<file path="config.mk">
export PLATFORM = sky130hd
export DESIGN_NAME = lru_key_table
export DESIGN_NICKNAME = d
export VERILOG_FILES = /design/src/hdl/lkt_pkg.sv /design/src/hdl/lkt_key_ram.sv /design/src/hdl/lkt_recency.sv /design/src/hdl/lru_key_table.sv
export VERILOG_INCLUDE_DIRS = /design/src /design/src/hdl
export SDC_FILE = /design/constraint.sdc
export NUM_CORES = 2
export LEC_CHECK = 0
export BUFFER_PORTS_ARGS = -buffer_cell sky130_fd_sc_hd__buf_2
export CORE_ASPECT_RATIO = 1.1
export CORE_MARGIN = 5
export CORE_UTILIZATION = 40
export CTS_CLUSTER_SIZE = 12
export DETAILED_ROUTE_END_ITERATION = 8
export GPL_TIMING_DRIVEN = 0
export SYNTH_ARGS = -nofsm -noshare
export SYNTH_HDL_FRONTEND = slang
export SYNTH_SLANG_ARGS = --single-unit
</file>
<file path="constraint.sdc">
create_clock -name i_clk -period 22.1 [get_ports i_clk]
set_input_delay 4.42 -clock i_clk [delete_from_list [all_inputs] [get_ports i_clk]]
set_output_delay 4.42 -clock i_clk [all_outputs]
set_load 0.1 [all_outputs]
</file>
<file path="src/hdl/lru_key_table_macros.svh">
// Assertion macros shared by the LRU key table modules.
`ifndef LRU_KEY_TABLE_MACROS_SVH
`define LRU_KEY_TABLE_MACROS_SVH

// Checks that a condition holds at every clock edge outside reset.
`define LKT_ASSERT_ALWAYS(label, cond, msg) \
    label: assert property (@(posedge i_clk) disable iff (!i_rst_n) (cond)) else $error(msg);

// Checks that a consequent holds in the same cycle as its antecedent.
`define LKT_ASSERT_IMP(label, ante, cons, msg) \
    label: assert property (@(posedge i_clk) disable iff (!i_rst_n) \
        (ante) |-> (cons)) else $error(msg);

// Checks that a consequent holds in the cycle after its antecedent.
`define LKT_ASSERT_NEXT(label, ante, cons, msg) \
    label: assert property (@(posedge i_clk) disable iff (!i_rst_n) \
        (ante) |=> (cons)) else $error(msg);

`endif

</file>
<file path="src/hdl/lkt_pkg.sv">
// Package with the constants, types and helper functions of the LRU key table.
package lkt_pkg;

    localparam int SLOTS     = 16;
    localparam int KEY_BYTES = 8;
    localparam int SLOT_W    = $clog2(SLOTS);
    localparam int CNT_W     = $clog2(SLOTS + 1);
    localparam int SCAN_W    = SLOT_W + 1;
    localparam int KEY_W     = 64;
    localparam int LEN_W     = 4;
    localparam int OSLOT_W   = 4;
    localparam int OCNT_W    = 5;

    typedef logic [SLOT_W-1:0] t_slot;

    typedef enum logic [1:0] {
        ST_IDLE,
        ST_SCAN,
        ST_UPDATE,
        ST_EVICT
    } t_state;

    typedef struct packed {
        logic  en;
        logic  to_mru;
        t_slot slot;
    } t_rec_cmd;

    function automatic logic [LEN_W-1:0] sat_len(input logic [LEN_W-1:0] len);
        logic [LEN_W-1:0] res;
        res = (len > LEN_W'(KEY_BYTES)) ? LEN_W'(KEY_BYTES) : len;
        return res;
    endfunction

    function automatic logic [KEY_W-1:0] key_mask(input logic [LEN_W-1:0] len);
        logic [KEY_W-1:0] m;
        m = '0;
        for (int b = 0; b < KEY_BYTES; b++) begin
            m[8*b +: 8] = {8{(LEN_W'(b) < len)}};
        end
        return m;
    endfunction

endpackage

</file>
<file path="src/hdl/lkt_key_ram.sv">
// Single-port-write, registered-read RAM holding the stored keys.
module lkt_key_ram #(
    parameter int DEPTH = 16,
    parameter int WIDTH = 64
) (
    input  logic                     i_clk,
    input  logic                     i_we,
    input  logic [$clog2(DEPTH)-1:0] i_waddr,
    input  logic [WIDTH-1:0]         i_wdata,
    input  logic [$clog2(DEPTH)-1:0] i_raddr,
    output logic [WIDTH-1:0]         o_rdata
);

    logic [WIDTH-1:0] r_mem [DEPTH];
    logic [WIDTH-1:0] r_rdata;

    always_ff @(posedge i_clk) begin
        if (i_we) begin
            r_mem[i_waddr] <= i_wdata;
        end
        r_rdata <= r_mem[i_raddr];
    end

    assign o_rdata = r_rdata;

endmodule

</file>
<file path="src/hdl/lkt_recency.sv">
// Recency list of slot numbers, least recent at position zero.
`include "lru_key_table_macros.svh"

module lkt_recency (
    input  logic              i_clk,
    input  logic              i_rst_n,
    input  lkt_pkg::t_rec_cmd i_cmd,
    output lkt_pkg::t_slot    o_lru_slot
);
    import lkt_pkg::*;

    t_slot             r_order [SLOTS];
    t_slot             n_order [SLOTS];
    logic [SLOTS-1:0]  m;
    logic [SLOTS-1:0]  ge;
    logic [SLOTS-1:0]  le;

    always_comb begin
        for (int p = 0; p < SLOTS; p++) begin
            m[p] = (r_order[p] == i_cmd.slot);
        end
        for (int p = 0; p < SLOTS; p++) begin
            ge[p] = |(m & ({SLOTS{1'b1}} >> (SLOTS - 1 - p)));
            le[p] = |(m & ({SLOTS{1'b1}} << p));
        end
    end

    always_comb begin
        for (int p = 0; p < SLOTS; p++) begin
            n_order[p] = r_order[p];
        end
        if (i_cmd.to_mru) begin
            for (int p = 0; p < SLOTS - 1; p++) begin
                n_order[p] = ge[p] ? r_order[p+1] : r_order[p];
            end
            n_order[SLOTS-1] = i_cmd.slot;
        end else begin
            for (int p = 1; p < SLOTS; p++) begin
                n_order[p] = le[p] ? r_order[p-1] : r_order[p];
            end
            n_order[0] = i_cmd.slot;
        end
    end

    always_ff @(posedge i_clk) begin
        if (!i_rst_n) begin
            for (int p = 0; p < SLOTS; p++) begin
                r_order[p] <= SLOT_W'(p);
            end
        end else if (i_cmd.en) begin
            for (int p = 0; p < SLOTS; p++) begin
                r_order[p] <= n_order[p];
            end
        end
    end

    assign o_lru_slot = r_order[0];

    // The list must stay a permutation, so a moved slot sits at exactly one position.
    `LKT_ASSERT_IMP(a_rec_perm, i_cmd.en, $onehot(m), "recency list lost its permutation")

endmodule

</file>
<file path="src/hdl/lru_key_table.sv">
// Top level of the LRU key table: sequencer, shared key comparator and slot state.
//
// Input channel: i_in_valid / o_in_ready carry one word of i_action, i_key and
// i_key_len. A word with length zero is taken and dropped without a result.
// Output channel: o_out_valid / i_out_ready carry one result word per kept
// input word, with found, slot, eviction details and the entry count.
// One comparator visits the stored slots one per cycle through the key RAM's
// registered read port, and a search stops early at the first match. The
// update state follows, and a lookup miss adds an eviction state to read the
// victim's key and write the new one. The next word is taken in the cycle
// after the result is registered.
// o_in_ready is high only while the sequencer is idle.
// If the receiver stalls, the result waits in the output register; a second
// result stays in the update or eviction stage until the first one has been taken.
// Reset is synchronous: all slots become empty, the count returns to zero and
// the recency order becomes ascending, so slot 0 is replaced first.
`include "lru_key_table_macros.svh"

module lru_key_table (
    input  logic                        i_clk,
    input  logic                        i_rst_n,
    input  logic                        i_in_valid,
    output logic                        o_in_ready,
    input  logic                        i_action,
    input  logic [lkt_pkg::KEY_W-1:0]   i_key,
    input  logic [lkt_pkg::LEN_W-1:0]   i_key_len,
    output logic                        o_out_valid,
    input  logic                        i_out_ready,
    output logic                        o_found,
    output logic [lkt_pkg::OSLOT_W-1:0] o_slot,
    output logic                        o_evicted,
    output logic [lkt_pkg::KEY_W-1:0]   o_evicted_key,
    output logic [lkt_pkg::LEN_W-1:0]   o_evicted_len,
    output logic [lkt_pkg::OCNT_W-1:0]  o_item_count
);
    import lkt_pkg::*;

    t_state              r_state;
    t_state              n_state;
    logic [SCAN_W-1:0]   r_cnt;
    logic [SCAN_W-1:0]   cnt_m1;
    t_slot               cmp_idx;
    logic                r_hit;
    t_slot               r_hit_slot;
    logic                r_action;
    logic [KEY_W-1:0]    r_key;
    logic [LEN_W-1:0]    r_len;
    logic [LEN_W-1:0]    r_len_store [SLOTS];
    logic [SLOTS-1:0]    occ;
    logic [CNT_W-1:0]    r_count;
    logic [CNT_W-1:0]    n_count;

    logic                in_acc;
    logic [LEN_W-1:0]    in_len;
    t_slot               victim;
    t_slot               len_idx;
    logic [LEN_W-1:0]    len_rd;
    t_slot               ram_raddr;
    logic [KEY_W-1:0]    ram_rdata;
    logic                scan_match;
    logic                scan_end;
    logic                out_free;

    logic                commit;
    t_rec_cmd            rec_cmd;
    logic                ram_we;
    logic                len_we;
    t_slot               len_wslot;
    logic [LEN_W-1:0]    len_wdata;
    logic                n_found;
    t_slot               n_slot;
    logic                n_evicted;
    logic [KEY_W-1:0]    n_ev_key;
    logic [LEN_W-1:0]    n_ev_len;

    logic                r_o_valid;
    logic                r_o_found;
    logic [OSLOT_W-1:0]  r_o_slot;
    logic                r_o_evicted;
    logic [KEY_W-1:0]    r_o_ev_key;
    logic [LEN_W-1:0]    r_o_ev_len;
    logic [OCNT_W-1:0]   r_o_count;

    lkt_key_ram #(
        .DEPTH (SLOTS),
        .WIDTH (KEY_W)
    ) u_key_ram (
        .i_clk   (i_clk),
        .i_we    (ram_we),
        .i_waddr (victim),
        .i_wdata (r_key),
        .i_raddr (ram_raddr),
        .o_rdata (ram_rdata)
    );

    lkt_recency u_recency (
        .i_clk      (i_clk),
        .i_rst_n    (i_rst_n),
        .i_cmd      (rec_cmd),
        .o_lru_slot (victim)
    );

    assign o_in_ready = (r_state == ST_IDLE);
    assign in_acc     = i_in_valid && o_in_ready;
    assign in_len     = sat_len(i_key_len);
    assign cnt_m1     = r_cnt - SCAN_W'(1);
    assign cmp_idx    = cnt_m1[SLOT_W-1:0];
    assign len_idx    = (r_state == ST_SCAN) ? cmp_idx : victim;
    assign len_rd     = r_len_store[len_idx];
    assign ram_raddr  = (r_state == ST_SCAN) ? r_cnt[SLOT_W-1:0] : victim;
    assign scan_match = (r_state == ST_SCAN) && (r_cnt != '0)
                        && (len_rd == r_len) && (ram_rdata == r_key);
    assign scan_end   = (r_state == ST_SCAN)
                        && (scan_match || (r_cnt == SCAN_W'(SLOTS)));
    assign out_free   = !r_o_valid || i_out_ready;

    always_comb begin
        for (int s = 0; s < SLOTS; s++) begin
            occ[s] = (r_len_store[s] != '0);
        end
    end

    always_comb begin
        n_state = r_state;
        case (r_state)
            ST_IDLE: begin
                if (in_acc && (i_key_len != '0)) begin
                    n_state = ST_SCAN;
                end
            end
            ST_SCAN: begin
                if (scan_end) begin
                    n_state = ST_UPDATE;
                end
            end
            ST_UPDATE: begin
                if (!r_action && !r_hit) begin
                    n_state = ST_EVICT;
                end else if (out_free) begin
                    n_state = ST_IDLE;
                end
            end
            ST_EVICT: begin
                if (out_free) begin
                    n_state = ST_IDLE;
                end
            end
            default: begin
                n_state = ST_IDLE;
            end
        endcase
    end

    always_comb begin
        commit         = 1'b0;
        rec_cmd.en     = 1'b0;
        rec_cmd.to_mru = 1'b1;
        rec_cmd.slot   = r_hit_slot;
        ram_we         = 1'b0;
        len_we         = 1'b0;
        len_wslot      = r_hit_slot;
        len_wdata      = '0;
        n_count        = r_count;
        n_found        = 1'b0;
        n_slot         = '0;
        n_evicted      = 1'b0;
        n_ev_key       = '0;
        n_ev_len       = '0;
        case (r_state)
            ST_UPDATE: begin
                if (r_action || r_hit) begin
                    commit  = out_free;
                    n_found = r_hit;
                    n_slot  = r_hit ? r_hit_slot : '0;
                end
                if (r_action && r_hit) begin
                    rec_cmd.en     = commit;
                    rec_cmd.to_mru = 1'b0;
                    len_we         = commit;
                    if (r_count != '0) begin
                        n_count = r_count - CNT_W'(1);
                    end
                end else if (!r_action && r_hit) begin
                    rec_cmd.en = commit;
                end
            end
            ST_EVICT: begin
                commit       = out_free;
                n_slot       = victim;
                rec_cmd.en   = commit;
                rec_cmd.slot = victim;
                ram_we       = commit;
                len_we       = commit;
                len_wslot    = victim;
                len_wdata    = r_len;
                if (len_rd != '0) begin
                    n_evicted = 1'b1;
                    n_ev_key  = ram_rdata;
                    n_ev_len  = len_rd;
                end else if (r_count < CNT_W'(SLOTS)) begin
                    n_count = r_count + CNT_W'(1);
                end
            end
            default: begin
                commit = 1'b0;
            end
        endcase
    end

    always_ff @(posedge i_clk) begin
        if (!i_rst_n) begin
            r_state   <= ST_IDLE;
            r_cnt     <= '0;
            r_hit     <= 1'b0;
            r_count   <= '0;
            r_o_valid <= 1'b0;
            for (int s = 0; s < SLOTS; s++) begin
                r_len_store[s] <= '0;
            end
        end else begin
            r_state <= n_state;
            if (in_acc) begin
                r_cnt <= '0;
                r_hit <= 1'b0;
            end else if (r_state == ST_SCAN) begin
                r_cnt <= r_cnt + SCAN_W'(1);
                if (scan_match) begin
                    r_hit <= 1'b1;
                end
            end
            if (len_we) begin
                r_len_store[len_wslot] <= len_wdata;
            end
            if (commit) begin
                r_count   <= n_count;
                r_o_valid <= 1'b1;
            end else if (i_out_ready) begin
                r_o_valid <= 1'b0;
            end
        end
    end

    always_ff @(posedge i_clk) begin
        if (in_acc) begin
            r_action <= i_action;
            r_len    <= in_len;
            r_key    <= i_key & key_mask(in_len);
        end
        if (scan_match) begin
            r_hit_slot <= cmp_idx;
        end
        if (commit) begin
            r_o_found   <= n_found;
            r_o_slot    <= OSLOT_W'(n_slot);
            r_o_evicted <= n_evicted;
            r_o_ev_key  <= n_ev_key;
            r_o_ev_len  <= n_ev_len;
            r_o_count   <= OCNT_W'(n_count);
        end
    end

    assign o_out_valid   = r_o_valid;
    assign o_found       = r_o_found;
    assign o_slot        = r_o_slot;
    assign o_evicted     = r_o_evicted;
    assign o_evicted_key = r_o_ev_key;
    assign o_evicted_len = r_o_ev_len;
    assign o_item_count  = r_o_count;

    `LKT_ASSERT_ALWAYS(a_count_occ, $countones(occ) == 32'(r_count), "count differs from occupied slots")
    `LKT_ASSERT_ALWAYS(a_count_max, r_count <= CNT_W'(SLOTS), "entry count beyond table size")
    `LKT_ASSERT_IMP(a_evict_miss, r_state == ST_EVICT, !r_action && !r_hit, "eviction without a lookup miss")
    `LKT_ASSERT_NEXT(a_scan_start, in_acc && (i_key_len != '0), (r_state == ST_SCAN) && (r_cnt == '0), "search did not start")

endmodule

</file>
==> impl_metrics.env <==
export IMPL_worstSkewPairLatency_ps=790
export IMPL_pin_count=154
export IMPL_grt_first_pass_wirelength_um=214000
export IMPL_multi_input_area_um2=13200
export IMPL_finalWeightedCongestion=0.859
export IMPL_hold_start="r_cnt[1]"
export IMPL_rr_startpoint="r_state[1]"
export IMPL_drive_gt1_share_pct=22.5
export IMPL_via_per_inst=5.60
export IMPL_num_vias=29800
export IMPL_synth_seq_cells=1382
export IMPL_post_cts_resized=0
export IMPL_cts_buffer_depth=3
export IMPL_ys_flop_type="edfxtp_1"
export IMPL_cp_arrival_ps=2330
export IMPL_p_clk_share_pct=31.5
export IMPL_die_h_um=397
export IMPL_fin_nets=3475
export IMPL_wl_um=148000
export IMPL_vdd_drop_max_uv=101
export IMPL_rows=142
export IMPL_rsz0062_at_grt="false"
export IMPL_p_comb_share_pct=23.9
export IMPL_switching_share_pct=32.0
export IMPL_slew_headroom_pct=15.7
export IMPL_grt_pass1_vias=30100
export IMPL_cp_startpoint="r_state[1]"
export IMPL_antenna_found_initial=11
export IMPL_synth_seq_area_share_pct=74.7
export IMPL_finClkSkew_ps=39.0
export IMPL_synth_edff_count=1304
export IMPL_start_util_pct=40.1
export IMPL_dp_hpwl_um=101000
export IMPL_p_leak_nw=20.8
export IMPL_status="completed"
export IMPL_period_share_pct=30.6
export IMPL_avgSynthCellArea_um2=18.2
export IMPL_postRouteAntennaNets=0
export IMPL_switchingPower_mw=2.43
export IMPL_regArea_um2=40700
export IMPL_min_period_ps=6750
export IMPL_synth_area_um2=54500
export IMPL_core_um2=136000
export IMPL_setup_violations=0
export IMPL_path_max_fanout=10
export IMPL_fp_dieW_um=362
export IMPL_cts_root_buf="clkbuf_16"
export IMPL_worstMarginPinSlew_ps=1260
export IMPL_synthToLayoutAreaGrowth_pct=16.9
export IMPL_hold_viol=0
export IMPL_max_cap_viol_count=0
export IMPL_hold_slack_ps=511
export IMPL_fillers=11500
export IMPL_cts_tree="built"
export IMPL_power_density_nw_per_um2=119
export IMPL_overflow=0
export IMPL_fmax_ghz=0.148
export IMPL_postCtsHoldBufs=0
export IMPL_async_flop_share_pct=0
export IMPL_cts_sinks=1382
export IMPL_cp_required_ps=17680
export IMPL_min_path_type="flop to flop"
export IMPL_synthCells=2996
export IMPL_critPathKind="flop to output pin"
export IMPL_cp_start_kind="flop"
export IMPL_clk_pin_slew_worst_paths_ps=60
export IMPL_final_util_pct=46.9
export IMPL_maxSlewViolCount=0
export IMPL_portBuffers=152
export IMPL_finalPower_mw=7.60
export IMPL_drt_first_pass_iters=8
export IMPL_seqPwrFrac_pct=44.6
export IMPL_grt_max_degree=48
export IMPL_yosys_warnings=0
export IMPL_intPower_mw=5.16
export IMPL_setup_tns_ps=0
export IMPL_cts_setup_buffers=0
export IMPL_drc=0
export IMPL_cts_max_level=4
export IMPL_grtUsageTotal_pct=20.5
export IMPL_die_area_um2=144000
export IMPL_synth_cell_type_count=66
export IMPL_first_iter_violations=3382
export IMPL_synth_fp_nets=3074
export IMPL_wire_per_inst_um=27.9
export IMPL_cts_buffers=146
export IMPL_cp_end_kind="output pin"
-- area by class of cell --
type                    instances  area share, %
well taps                    1800           3.53
clock inverters                46          0.832
multi-input cells            1432           20.7
diodes                          2        0.00785
repair buffers                253           3.41
clock buffers                 223           6.50
flip-flops and latches       1382           63.9
plain buffers                 162           1.07
inverters                      20          0.122
-- critical path, cell delays in order (launching register included) --
cell and delay (ps):
dfxtp_1 310, buf_6 130, clkbuf_1 210, nor2_1 400, buf_2 520
-- layer usage --
metal | wire length, µm | GRT usage (%) | vias to the layer above
met5 | 0 | 0 | -
met4 | 3410 | 5.39 | 0
met3 | 12800 | 4.17 | 190
met2 | 70000 | 32.2 | 1327
met1 | 62200 | 29.6 | 15600
li1 | - | - | 12700
-- synth_stat cells (3+ instances only) --
| cell | count | area share [%] |
|---|---|---|
| edfxtp_1 | 1304 | 72 |
| mux4_2 | 268 | 11 |
| nand2_1 | 250 | 1.7 |
| and2_1 | 149 | 1.7 |
| clkbuf_1 | 114 | 0.78 |
| nor2_1 | 107 | 0.74 |
| dfxtp_1 | 78 | 2.9 |
| a211oi_1 | 73 | 1.0 |
| xnor2_1 | 70 | 1.1 |
| a31oi_1 | 69 | 0.79 |
| nor2b_1 | 68 | 0.78 |
| xor2_1 | 56 | 0.90 |
| nand3_1 | 37 | 0.34 |
| a21oi_1 | 33 | 0.30 |
| buf_2 | 32 | 0.29 |
| a22o_1 | 29 | 0.47 |
| nand4_1 | 25 | 0.29 |
| nor4_1 | 24 | 0.28 |
| o21ai_0 | 24 | 0.22 |
| nor3_1 | 23 | 0.21 |
| inv_1 | 20 | 0.14 |
| nand2b_1 | 17 | 0.20 |
| o22a_1 | 15 | 0.24 |
| buf_1 | 11 | 0.076 |
| nor3b_1 | 11 | 0.15 |
| and3_1 | 8 | 0.092 |
| mux2i_1 | 8 | 0.15 |
| nand3b_1 | 6 | 0.083 |
| ha_1 | 5 | 0.11 |
| or4_1 | 5 | 0.069 |
| a21o_1 | 4 | 0.055 |
| buf_6 | 4 | 0.083 |
| nor4bb_1 | 4 | 0.073 |
| o22ai_1 | 4 | 0.046 |
| nor4b_1 | 3 | 0.048 |
-- layout by cell type, fill, tap and decap left out, types with 68 or more instances in the layout --
cell / instances
edfxtp_1: 1304
mux4_2: 268
nand2_1: 250
buf_2: 184
clkbuf_1: 173
and2_1: 149
clkbuf_16: 148
nor2_1: 98
dfxtp_1: 78
a211oi_1: 73
xnor2_1: 70
nor2b_1: 68
a31oi_1: 68
-- through the flow --
step	setup WS (ps)	cell area (µm²)	cells
global route	15250	63800	5318
global placement	5030	57500	4948
floorplan	11850	54500	2996
detailed placement	14780	59100	5049
CTS	15290	63800	5318
finish	15350	63800	5320
-- path summary, 6_finish.rpt --
kind                            slack, ps  cells after the start                   end
worst max-delay path                15350                      4            o_in_ready
worst min-delay path                  510                      2              r_cnt[1]
worst max register to register      17010                     12  u_key_ram.o_rdata[7]
worst min register to register        510                      2              r_cnt[1]
-- power by group through the flow --
| stage | Clock, mW | Sequential [mW] | Combinational [mW] |
|---|---|---|---|
| 3_3_place_gp | 0 | 3.46 | 1.79 |
| 5_1_grt | 2.55 | 3.41 | 1.92 |
| 4_1_cts | 2.44 | 3.39 | 1.82 |
| 2_1_floorplan | 0 | 3.54 | 1.03 |
| 6_report | 2.39 | 3.39 | 1.81 |
| 3_5_place_dp | 0 | 3.44 | 1.82 |
-- logic make-up (layout without fill, tap and decap cells) --
| family | after synthesis | in the layout | share of synthesized area [%] |
|---|---|---|---|
| muxes | 277 | 277 | 11.2 |
| AOI/OAI and AO/OA | 272 | 272 | 3.51 |
| and+or+nand+nor | 752 | 752 | 7.04 |
| xor gates and xnor gates | 126 | 126 | 2.02 |
| buffers and inverters | 182 | 704 | 1.39 |
| other | 0 | 2 | 0 |
| DFF | 1382 | 1382 | 74.7 |
| adders and majority gates | 5 | 5 | 0.115 |
-- registers in the layout (all words and copies together) (netlist names), 2 cells and up --
signal and flops:
u_key_ram.o_rdata 64, u_recency.r_order 64, r_cnt 5, r_len_store 64, o_evicted_key 64, r_state 2, u_key_ram.r_mem 1024, o_slot 4
r_hit_slot 4, r_len 4, o_evicted_len 4, o_item_count 5, r_key 64, r_count 5
No activity file was read; power rests on OpenSTA's default activity.
